==> src/rtl/sliding_window_bandwidth_meter_top_assert.svh <==
// ----------------------------------------------------------------------------
// Assertion macros for the sliding window bandwidth meter
// Clocked concurrent checks; they expand to nothing when SYNTH is defined.
// ----------------------------------------------------------------------------
`ifndef SLIDING_WINDOW_BANDWIDTH_METER_TOP_ASSERT_SVH
`define SLIDING_WINDOW_BANDWIDTH_METER_TOP_ASSERT_SVH

`ifndef SYNTH
// property holds at every clock edge out of reset
`define SWBM_ASSERT(label, clk, rst_n, prop, msg) \
  label: assert property (@(posedge clk) disable iff (!rst_n) prop) else $error(msg);
// condition never seen at a clock edge out of reset
`define SWBM_ASSERT_NEVER(label, clk, rst_n, cond, msg) \
  label: assert property (@(posedge clk) disable iff (!rst_n) !(cond)) else $error(msg);
`else
`define SWBM_ASSERT(label, clk, rst_n, prop, msg)
`define SWBM_ASSERT_NEVER(label, clk, rst_n, cond, msg)
`endif

`endif

==> src/rtl/swbm_pkg.sv <==
// ----------------------------------------------------------------------------
// swbm_pkg
// Shared types and constants of the sliding window bandwidth meter.
// ----------------------------------------------------------------------------
package swbm_pkg;

  localparam int TIME_W      = 32;
  localparam int BYTE_IN_W   = 16;
  localparam int BYTES_W     = 32;
  localparam int SUM_W       = 40;
  localparam int WIN_W       = 16;
  localparam int USAGE_W     = 48;
  localparam int CNT_OUT_W   = 7;
  localparam int MS_PER_SEC  = 1000;
  localparam int MSEC_W      = $clog2(MS_PER_SEC);
  localparam int PROD_W      = SUM_W + MSEC_W;

  localparam int IN_TDATA_W  = TIME_W + BYTE_IN_W;
  localparam int OUT_TDATA_W = USAGE_W + 1 + CNT_OUT_W;

  localparam logic [WIN_W-1:0] WINDOW_MS_RST = WIN_W'(1000);
  localparam logic [WIN_W-1:0] BUCKET_MS_RST = WIN_W'(100);

  // divider retires this many quotient bits per cycle
  localparam int DIV_BITS   = 2;
  localparam int DIV_STEPS  = SUM_W / DIV_BITS;
  localparam int DIV_CNT_W  = $clog2(DIV_STEPS);

  localparam int CFG_IDX_W  = 1;

  typedef enum logic [CFG_IDX_W-1:0] {
    REG_WINDOW_MS = 1'b0,
    REG_BUCKET_MS = 1'b1
  } cfg_reg_t;

  typedef enum logic {
    OP_RECORD = 1'b0,
    OP_QUERY  = 1'b1
  } op_t;

  // one bucket of the ring
  typedef struct packed {
    logic [TIME_W-1:0]  start;
    logic [BYTES_W-1:0] bytes;
  } entry_t;

  typedef struct packed {
    logic busy;
    logic done;
  } div_stat_t;

endpackage

==> src/rtl/swbm_div.sv <==
// ----------------------------------------------------------------------------
// swbm_div
// Iterative restoring divider, window sum by window length, two bits a cycle.
// ----------------------------------------------------------------------------
module swbm_div (
  input  logic                              clk,
  input  logic                              rst_n,
  input  logic                              start,
  input  logic [swbm_pkg::SUM_W-1:0]        dividend,
  input  logic [swbm_pkg::WIN_W-1:0]        divisor,
  output logic [swbm_pkg::SUM_W-1:0]        quotient,
  output swbm_pkg::div_stat_t               stat
);

  logic [swbm_pkg::SUM_W-1:0]     quo_r;
  logic [swbm_pkg::WIN_W-1:0]     rem_r;
  logic [swbm_pkg::WIN_W-1:0]     div_r;
  logic [swbm_pkg::DIV_CNT_W-1:0] cnt_r;
  logic                           busy_r;
  logic                           done_r;
  logic [swbm_pkg::SUM_W-1:0]     quo_nxt;
  logic [swbm_pkg::WIN_W-1:0]     rem_nxt;

  // two restoring steps; remainder stays below the divisor
  always_comb begin
    logic [swbm_pkg::WIN_W:0]   trial;
    logic [swbm_pkg::WIN_W-1:0] rem_v;
    logic [swbm_pkg::SUM_W-1:0] quo_v;
    rem_v = rem_r;
    quo_v = quo_r;
    trial = '0;
    for (int k = 0; k < swbm_pkg::DIV_BITS; k++) begin
      trial = {rem_v, quo_v[swbm_pkg::SUM_W-1]};
      quo_v = {quo_v[swbm_pkg::SUM_W-2:0], 1'b0};
      if (trial >= {1'b0, div_r}) begin
        trial    = trial - {1'b0, div_r};
        quo_v[0] = 1'b1;
      end
      rem_v = trial[swbm_pkg::WIN_W-1:0];
    end
    rem_nxt = rem_v;
    quo_nxt = quo_v;
  end

  always_ff @(posedge clk) begin
    if (start) begin
      quo_r <= dividend;
      rem_r <= '0;
      div_r <= divisor;
    end else if (busy_r) begin
      quo_r <= quo_nxt;
      rem_r <= rem_nxt;
    end
  end

  always_ff @(posedge clk) begin
    if (!rst_n) begin
      busy_r <= 1'b0;
      done_r <= 1'b0;
      cnt_r  <= '0;
    end else if (start) begin
      busy_r <= 1'b1;
      done_r <= 1'b0;
      cnt_r  <= swbm_pkg::DIV_CNT_W'(swbm_pkg::DIV_STEPS - 1);
    end else if (busy_r) begin
      cnt_r <= cnt_r - 1'b1;
      if (cnt_r == '0) begin
        busy_r <= 1'b0;
        done_r <= 1'b1;
      end
    end else begin
      done_r <= 1'b0;
    end
  end

  assign quotient  = quo_r;
  assign stat.busy = busy_r;
  assign stat.done = done_r;

endmodule

==> config.mk <==
export PLATFORM = sky130hd
export DESIGN_NAME = swbm_div
export DESIGN_NICKNAME = d
export VERILOG_FILES = /design/src/rtl/sliding_window_bandwidth_meter_top_assert.svh /design/src/rtl/swbm_pkg.sv /design/src/rtl/swbm_div.sv
export SDC_FILE = /design/constraint.sdc
export NUM_CORES = 1
export LEC_CHECK = 0
export ABC_CLOCK_PERIOD_IN_PS = 12700
export BUFFER_PORTS_ARGS = -buffer_cell sky130_fd_sc_hd__buf_4
export CORE_ASPECT_RATIO = 0.8
export CORE_MARGIN = 8
export CORE_UTILIZATION = 50
export DETAILED_ROUTE_END_ITERATION = 6
export GPL_ROUTABILITY_DRIVEN = 0
export PLACE_DENSITY = 0.74
export SLEW_MARGIN = 0
export SYNTH_ARGS = -nofsm -noshare
export SYNTH_HDL_FRONTEND = slang
export SYNTH_SLANG_ARGS = --single-unit
==> constraint.sdc <==
create_clock -name clk -period 12.7 [get_ports clk]
set_input_delay 0 -clock clk [delete_from_list [all_inputs] [get_ports clk]]
set_output_delay 0 -clock clk [all_outputs]
set_load 0.1 [all_outputs]
# ---- Word level (Yosys, flattened, before mapping)
# Index checks and enable logic that the tools add are counted.
dict set report classes {
  order_cmp 2
  n_reduce_logical 4
  n_bitwise 2
  add_sub_neg 3
  n_mux 11
}
# operator count
set ops {}
lappend ops {{$mux 40} 2}
lappend ops {{$ge 17x16->1} 2}
lappend ops {{$mux 16} 2}
lappend ops {{$sub 16x16->16} 2}
lappend ops {{$mux 5} 2}
lappend ops {{$logic_not 5->1} 1}
lappend ops {{$mux 1} 5}
lappend ops {{$sub 5x1->5 const B} 1}
lappend ops {{$reduce_or 3->1} 1}
lappend ops {{$not 1->1} 2}
lappend ops {{$reduce_bool 2->1} 1}
lappend ops {{$reduce_or 2->1} 1}
dict set report word_totals {
  regBits 79
  in_bits 59
}

# ---- Depth between registers and ports, before layout
# Gate-level depths: netlist of run 1.
dict set report logic_depth {
  depth_word 6
  depth_mapped 20
  mapped_depth_nobuf 19
}

# ---- Worst setup path before layout of run 1
# OpenSTA, ideal clock, no wires.
dict set report synth_timing {
  kind {reg2reg}
  startpoint {register quo_r, in the netlist quotient[39]}
  endpoint {register rem_r[1] (netlist name)}
  synth_period_minus_slack_ns 4.905
  stages_incl_launch_ff 20
  arrival_time_ns 4.783
  slack_ns 7.795
  n_path_buf 2
  setup_time_ns 0.122
  path_cell_list {edfxtp_1 inv_1 ha_1 nand2b_1 a21o_1 a31oi_4 o31a_4 nor2_2 buf_2 o21ai_0 ha_1 nor2b_1 o211ai_1 a311oi_1 o41ai_4 o22ai_2 a211oi_4 buf_6 nor3_1 a311o_1}
}
dict set report synth_between {
  elab_chain_len 4
  elab_cells_between_ends 6
  classes_between {add/sub: 2; order compare: 2; mux: 2}
}
# item line_no
set synth_lines {}
lappend synth_lines {{start, declared} swbm_div.sv:15} ;# logic [swbm_pkg::SUM_W-1:0] quo_r;
lappend synth_lines {{start signal, assigned} swbm_div.sv:47} ;# quo_r <= dividend;
lappend synth_lines {{start signal, assigned} swbm_div.sv:51} ;# quo_r <= quo_nxt;
lappend synth_lines {{$sub 16x16->16 or $ge 17x16->1 (tied branches)} {swbm_div.sv:36, swbm_div.sv:35}}
lappend synth_lines {{$mux 16 *} swbm_div.sv:35} ;# if (trial >= {1'b0, div_r}) begin
lappend synth_lines {{$sub 16x16->16 or $ge 17x16->1 (tied branches)} {swbm_div.sv:36, swbm_div.sv:35}}
lappend synth_lines {{$mux 16 *} swbm_div.sv:35}
lappend synth_lines {{end signal, assigned} swbm_div.sv:52} ;# rem_r <= rem_nxt;
lappend synth_lines {{end, declared} swbm_div.sv:16} ;# logic [swbm_pkg::WIN_W-1:0] rem_r;
# Mark *: on every way between the ends. The rest lies on a longest branch, timed or not.
# A chain may end at the register's enable or synchronous reset.

# ---- Worst setup path in the final report of run 1
dict set report layout_timing {
  startpoint {register div_r[6] (netlist name)}
  endpoint {register rem_r[1] (netlist name)}
}
dict set report layout_between {
  elab_chain_len 4
  elab_cells_between_ends 6
  classes_between {add/sub: 2; order compare: 2; mux: 2}
}
# item line_no
set layout_lines {}
lappend layout_lines {{start, declared} swbm_div.sv:17} ;# logic [swbm_pkg::WIN_W-1:0] div_r;
lappend layout_lines {{start signal, assigned} swbm_div.sv:49} ;# div_r <= divisor;
lappend layout_lines {{$ge 17x16->1 or $sub 16x16->16 (tied branches)} {swbm_div.sv:35, swbm_div.sv:36}}
lappend layout_lines {{$mux 16} swbm_div.sv:35}
lappend layout_lines {{$sub 16x16->16 or $ge 17x16->1 (tied branches)} {swbm_div.sv:36, swbm_div.sv:35}}
lappend layout_lines {{$mux 16 *} swbm_div.sv:35}
# Marks and branches as above.

==> impl_metrics.yaml, run 1 <==
synthesis:
  synth_xor_area_frac: 0.0444
  synthArstFlopShare: 0
  synth_top_family_by_area: "compound AO/OA/AOI/OAI gates"
  postSynthCellCount: 474
  synthAdderAreaFrac: 0.0908
  netlist_area_um2: 5130
  synth_compound_area_frac: 0.153
  synthSimpleGateAreaFrac: 0.123
  yosysSeqAreaShare: 0.418
  syn_nets: 569
  avgSynthCellArea_um2: 10.8
  yosysWarnings: 0
  synthMuxAreaShare: 0.129
  yosys.cell_types.count: 68
  ys_ff_latch: 79
  synth_flop_cell: "edfxtp_1"
  synth_edf_count: 56
timing:
  period_minus_slack_ns: 6.02
  final.period_utilization: 0.474
  finalHoldViolCount: 0
  tightest_slew_ns: 1.23
  finClkSkew_ns: 0.0101
  setup-violations-final: 0
  timing.slew.headroom: 0.176
  rsz0062_at_grt: "no"
  fin_setup_tns_ns: 0
  fmax_ghz: 0.166
  slew_violations: 0
clock_tree:
  cts_made_buffers: 9
  postCtsResizedCells: 0
  post_cts_buffers: 0
  cts_tree: "yes"
  worstSkewPairLatency_ns: 0.34
  postCtsHoldBufs: 57
  clk_pin_slew_worst_paths_ns: 0.07
  cts_root_buf: "clkbuf_16"
  clock_sinks: 79
  cts.path.max_buffers: 2
  htree_levels: 3
power_and_ir_drop:
  pwr-share-comb: 0.520
  irDropWorstVdd_uv: 103
  seqPwrFrac: 0.267
  p_per_area_nw_per_um2: 183
  power.total_mw: 1.26
  power_frac_clock: 0.214
  switching_share: 0.428
  p_int_mw: 0.719
  power.leakage_nw: 2.92
  switchingPower_mw: 0.538
worst_setup_path:
  r2r-start: "div_r[6]"
  cp_cell_sequence: "inv_1 -> ha_1 -> a211oi_2 -> nor3b_2 -> or2_4 -> o31a_4 -> nor2_2 -> mux2_2 -> ha_1 -> and3_1 -> a2111oi_0 -> nor2_1 -> o41ai_4 -> o22ai_2 -> a211oi_4 -> nor3_1 -> a311o_1"
  slowest_stage: "a211oi_4"
  rr_worst_depth: 17
  crit_top_cell: "ha_1"
  path_buf_inv: 1
  critPathMaxStageDelay_ns: 1.01
  critical_path_depth: 17
  path_max_fanout: 23
  reg2reg_to: "rem_r[1]"
  start_kind: "flop"
  setup.worst_path.start: "div_r[6]"
  crit_arrival_ns: 6.25
  critPathCaptureType: "flop"
  cp_top_family: "compound AO/OA/AOI/OAI gates"
  reg2reg_slack_ns: 6.68
  crit_path_end: "rem_r[1]"
  path_class: "reg2reg"
  cp_data_required_time_ns: 12.93
global_route:
  grt_max_degree: 48
  grt_util_met1: 0.256
  use_met2: 0.353
  grt_usage: 0.208
  grt_pass1_wl_um: 22500
  antenna_found_initial: 0
  first_global_vias: 4399
  global_route.usage.met3: 0.0575
  overflow: 0
  grt.busiest_layer: "met2"
detailed_routing:
  viasPerCell: 5.58
  dr.pass1.iters: 5
  drtIter0Drc: 522
  ant_nets: 0
  drc: 0
  drt-total-wl_um: 14100
  vias: 4309
  drt-wirelength-per-cell_um: 18.3
layout:
  area_growth_pct: 33.6
  drive_gt1_frac: 0.299
  nets: 722
  num_antenna_cells: 0
  fin_cells: 772
floorplanning:
  floorplan.initialDensity: 0.507
  coreArea_um2: 10100
  die_x_um: 129
  die_h_um: 107
  placementRows: 33
  ios: 101
  dieArea_um2: 13800
place:
  io_buffers: 100
  dp.cells: 699
  dp_hpwl_um: 9580
run_status:
  outcome: "completed"
hold_path:
  hold_start: "start"
  min_path_cells: 1
  holdCritPathClass: "in2reg"
run:
  cap_violations: 0
## routing by layer
layer | vias to the layer above | routed length [um] | part of all wire
met5 | - | 0 | 0
li1 | 2079 | - | -
met4 | 0 | 137 | 0.0097
met2 | 150 | 7200 | 0.51
met1 | 2063 | 5800 | 0.41
met3 | 17 | 991 | 0.070
## cells by family after synthesis
family | Yosys count
flops | 79
fa+ha+maj | 36
compound gates | 101
buf+inv | 50
simple gates | 122
mux | 60
xor+xnor | 26
## metrics by stage
stage / utilization / instance area, um2 / setup slack (ns) / hold slack, ns
6_report: 0.677 / 6850 / 6.68 / 0.129
4_1_cts: 0.677 / 6850 / 6.80 / 0.122
3_3_place_gp: 0.591 / 5980 / 7.11 / 0.178
5_1_grt: 0.677 / 6850 / 6.35 / 0.140
3_5_place_dp: 0.591 / 5980 / 6.90 / 0.179
2_1_floorplan: - / 5130 / 7.79 / 0.0989
## worst reg2reg max path, cell delays in order (launching register included)
cell,delay [ns]
edfxtp_1,0.36
inv_1,0.08
ha_1,0.31
a211oi_2,0.28
nor3b_2,0.10
or2_4,0.26
o31a_4,0.35
nor2_2,0.71
mux2_2,0.44
ha_1,0.36
and3_1,0.21
a2111oi_0,0.52
nor2_1,0.16
o41ai_4,0.11
o22ai_2,0.15
a211oi_4,1.01
nor3_1,0.12
a311o_1,0.36
## synthesized netlist by cell type (3+ instances only)
cell / count / area share
clkbuf_1: 9 / 0.0066
o21a_1: 5 / 0.0073
mux2_2: 48 / 0.11
buf_4: 3 / 0.0044
a211oi_1: 12 / 0.018
nand3b_1: 4 / 0.0059
ha_1: 34 / 0.083
and2_1: 4 / 0.0049
mux2i_1: 12 / 0.023
o21ai_0: 14 / 0.014
nor3_1: 11 / 0.011
a21oi_1: 22 / 0.021
nor2b_1: 5 / 0.0061
a21o_1: 9 / 0.013
nand3_1: 10 / 0.0098
or2_2: 4 / 0.0049
and3_1: 3 / 0.0037
xor2_1: 11 / 0.019
nor4_1: 4 / 0.0049
dfxtp_1: 23 / 0.090
nor2_1: 34 / 0.025
nand2_1: 25 / 0.018
o211ai_1: 4 / 0.0059
edfxtp_1: 56 / 0.33
inv_1: 33 / 0.024
xnor2_1: 15 / 0.026
a31o_2: 3 / 0.0051
a311oi_1: 3 / 0.0051
## sequential cells by signal, indices dropped and copies added, names as in the netlist
register  flops
busy_r        1
done_r        1
cnt_r         5
rem_r        16
div_r        16
quotient     40
## layout by cell type, fill, tap and decap left out, types with 3 or more instances in the layout
cell type,netlist,final
buf_4,3,102
dlygate4sd3_1,0,57
edfxtp_1,56,56
mux2_2,48,48
nor2_1,34,34
ha_1,34,34
inv_1,33,33
nand2_1,25,25
dfxtp_1,23,23
a21oi_1,22,22
xnor2_1,15,15
o21ai_0,14,14
mux2i_1,12,12
a211oi_1,12,12
nor3_1,11,11
xor2_1,11,11
nand3_1,10,10
a21o_1,9,9
clkbuf_16,0,9
o21a_1,5,5
nor2b_1,5,5
or2_2,4,4
and2_1,4,4
o211ai_1,4,4
nand3b_1,4,4
nor4_1,4,4
and3_1,3,3
a31o_2,3,3
a311oi_1,3,3
inv_6,0,3
clkinvlp_4,0,3
## worst min-delay path by stage
| stage | slack, ns | endpoint |
|---|---|---|
| floorplan | 0.1 | div_r[0] |
| global placement | 0.18 | div_r[10] |
| detailed placement | 0.18 | div_r[14] |
| CTS | 0.12 | div_r[4] |
| global route | 0.14 | div_r[4] |
| finish | 0.13 | div_r[4] |
## power by group through the flow
stage	Sequential, mW	Clock, mW	Combinational (mW)
finish	0.335	0.269	0.653
CTS	0.334	0.273	0.643
floorplan	0.441	0	0.401
detailed placement	0.338	0	0.623
global route	0.338	0.283	0.701
global placement	0.338	0	0.612
## layout make-up
class                      count  area, um2
clock buffer                   9        225
clock inverter                 7       78.8
fill                         729       3260
inverter                      33        124
multi-input combinational    345       2770
sequential                    79       2140
tap                          140        175
timing repair buffer         159       1340
Note: power is estimated with default switching activity, not from simulation.
==> inputs of run 2 (changes only) <==
ABC_AREA = 1   (was default)
ABC_CLOCK_PERIOD_IN_PS = 5210   (was 12700)
PLACE_DENSITY = 0.77   (was 0.74)
clock period = 5.21 ns   (was 12.7 ns; I/O delays follow)
==> run 2 against run 1 <==
Net effect: the run now ends with hold timing left; die area up 4.8%; synthesized area up 5.5%; via count up 27%; core utilization down 1.8 points; register-to-register slack worse by 5.8 ns; clock-buffer cell count up 2; critical endpoint is now quotient[0].
==> impl_metrics.yaml, run 2 <==
worst_setup_path:
  start_kind: "flop"
  cp_data_required_time_ns: 5.30
  critical_path_depth: 22
  path_max_fanout: 25
  crit_top_cell: "nand2_1"
  rr_worst_depth: 22
  cp_cell_sequence: "inv_1 -> ha_1 -> nand2_1 -> nor2_1 -> nand3_1 -> nand3_1 -> nand3_4 -> nand2_4 -> nand2_1 -> o21ai_1 -> inv_1 -> ha_1 -> nand2_1 -> inv_1 -> a21boi_1 -> nand2_1 -> nand3_1 -> nand2_1 -> nand2_2 -> nand4_4 -> nand2_1 -> nand2_1"
  cp_top_family: "simple AND/OR/NAND/NOR gates"
  critPathCaptureType: "flop"
  path_buf_inv: 3
  path_class: "reg2reg"
  critPathMaxStageDelay_ns: 0.43
  crit_arrival_ns: 4.44
  slowest_stage: "ha_1"
floorplanning:
  ios: 101
  coreArea_um2: 10700
  dieArea_um2: 14400
  floorplan.initialDensity: 0.505
  placementRows: 34
  die_h_um: 109
  die_x_um: 132
run_status:
  violations: "hold timing"
  outcome: "finished, violations left"
detailed_routing:
  dr.pass1.iters: 6
  viasPerCell: 5.34
  drt-wirelength-per-cell_um: 15.9
  drtIter0Drc: 525
  vias: 5465
  drt-total-wl_um: 16200
  drc: 0
  ant_nets: 0
synthesis:
  yosysSeqAreaShare: 0.396
  syn_nets: 822
  synth_top_area_frac: 0.311
  avgSynthCellArea_um2: 7.44
  synth.most_common_cell: "nand2_1"
  synth_area_leaders: "edfxtp_1 31%, nand2_1 21%, dfxtp_1 8.5%"
  yosysWarnings: 0
  postSynthCellCount: 727
  ys_ff_latch: 79
  synth_flop_cell: "edfxtp_1"
  synth_area_leader_cell: "edfxtp_1"
  yosys.cell_types.count: 41
  synth_edf_count: 56
  synth_top_cells_by_count: "304 x nand2_1, 91 x inv_1, 56 x edfxtp_1"
  synthArstFlopShare: 0
  netlist_area_um2: 5410
power_and_ir_drop:
  power.leakage_nw: 3.66
  p_per_area_nw_per_um2: 635
  irDropWorstVdd_uv: 416
layout:
  area_growth_pct: 30.6
  drive_gt1_frac: 0.155
  num_antenna_cells: 0
  fin_cells: 1023
  final_common_cell: "nand2_1"
  nets: 969
  layout_common_cells: "304 x nand2_1, 101 x buf_4, 91 x inv_1, 56 x edfxtp_1, 56 x dlygate4sd3_1"
  nFillCells: 864
  largest_reg_flops: 40
place:
  dp_hpwl_um: 11600
  pre_cts_slack_ns: 1.04
  io_buffers: 100
  dp.cells: 951
global_route:
  grt_usage: 0.227
  first_global_vias: 5406
  grt_max_degree: 62
  overflow: 0
  antenna_found_initial: 0
  grt_pass1_wl_um: 26200
run:
  cap_violations: 0
clock_tree:
  cts_tree: "yes"
  cts.path.max_buffers: 2
  cts_root_buf: "clkbuf_16"
  cts_made_buffers: 9
  clk_pin_slew_worst_paths_ns: 0.06
  clock_sinks: 79
  postCtsResizedCells: 0
  htree_levels: 3
  worstSkewPairLatency_ns: 0.34
timing:
  final.period_utilization: 0.835
  tightest_slew_ns: 1.18
  hold_slack_ns: -0.00606
  fmax_ghz: 0.230
  setup-violations-final: 0
  period_minus_slack_ns: 4.35
  timing.slew.headroom: 0.208
  finClkSkew_ns: 0.00714
  setup_ws_ns: 0.859
  slew_violations: 0
  finalHoldViolCount: 1
  fin_setup_tns_ns: 0
  rsz0062_at_grt: "no"
hold_path:
  min_path_cells: 3
  holdCritPathClass: "in2reg"
[run 2: cell types whose count changed in the layout (fill, tap and decap cells not counted), sizes merged, moves of 7 or more]
cell,change
a21o,-7
a211oi,-13
inv,+62
nand2,+282
nand4,+20
nand3,+30
mux2,-48
nor3,-8
mux2i,-12
[run 2: final timing paths]
| kind | startpoint | end | slack, ns |
|---|---|---|---|
| setup reg to reg | div_r[2] | quotient[0] | 0.86 |
| hold / removal | dividend[7] | quotient[7] | -0.006 |
| hold reg to reg | done_r | done_r | 0.47 |
| setup / recovery | div_r[2] | quotient[0] | 0.86 |
[run 2: cell families (layout without fill, tap and decap cells)]
family	after synthesis	in the layout	synth area share
simple gates	418	418	0.336
buf+inv	118	270	0.0911
flops	79	79	0.396
compound gates	53	53	0.0534
fa+ha+maj	36	36	0.0860
xor+xnor	23	23	0.0372
[run 2: worst register-to-register path: stages, from the launching register on]
cell	delay [ns]
edfxtp_1	0.32
inv_1	0.09
ha_1	0.43
nand2_1	0.13
nor2_1	0.16
nand3_1	0.11
nand3_1	0.22
nand3_4	0.18
nand2_4	0.26
nand2_1	0.08
o21ai_1	0.19
inv_1	0.09
ha_1	0.36
nand2_1	0.08
inv_1	0.07
a21boi_1	0.22
nand2_1	0.14
nand3_1	0.09
nand2_1	0.10
nand2_2	0.28
nand4_4	0.29
nand2_1	0.12
nand2_1	0.07
[run 2: power by group]
group / internal, mW / switching [mW]
logic: 1.01 / 1.99
registers: 0.795 / 0.0851
clock network: 0.351 / 0.255
total: 2.15 / 2.33
[run 2: layout make-up]
cell class | instances | area [um2] | area share
clock buffers | 11 | 254 | 0.0359
flip-flops and latches | 79 | 2140 | 0.303
clock inverters | 5 | 31.3 | 0.00443
multi-input cells | 530 | 2780 | 0.393
well taps | 144 | 180 | 0.0255
repair buffers | 157 | 1320 | 0.187
inverters | 97 | 364 | 0.0515
[run 2: per-stage QoR]
step	hold slack, ns	instance area (um2)	total power, mW	utilization
global route	0.0103	7070	4.78	0.659
global placement	0.178	6220	3.65	0.580
detailed placement	0.179	6220	3.73	0.580
floorplan	0.0989	5410	3.19	-
finish	-0.00606	7070	4.49	0.659
CTS	0.00339	7070	4.39	0.659
[run 2: per-layer routing]
layer,global-route usage,wire (um)
met3,0.0529,1530
met5,0,0
met1,0.269,6410
met2,0.386,7680
met4,0.112,623
[run 2: timing repair]
item,CTS,global route
hold buffers,56,0
endpoints found under the hold margin,62,0
setup buffers,0,0
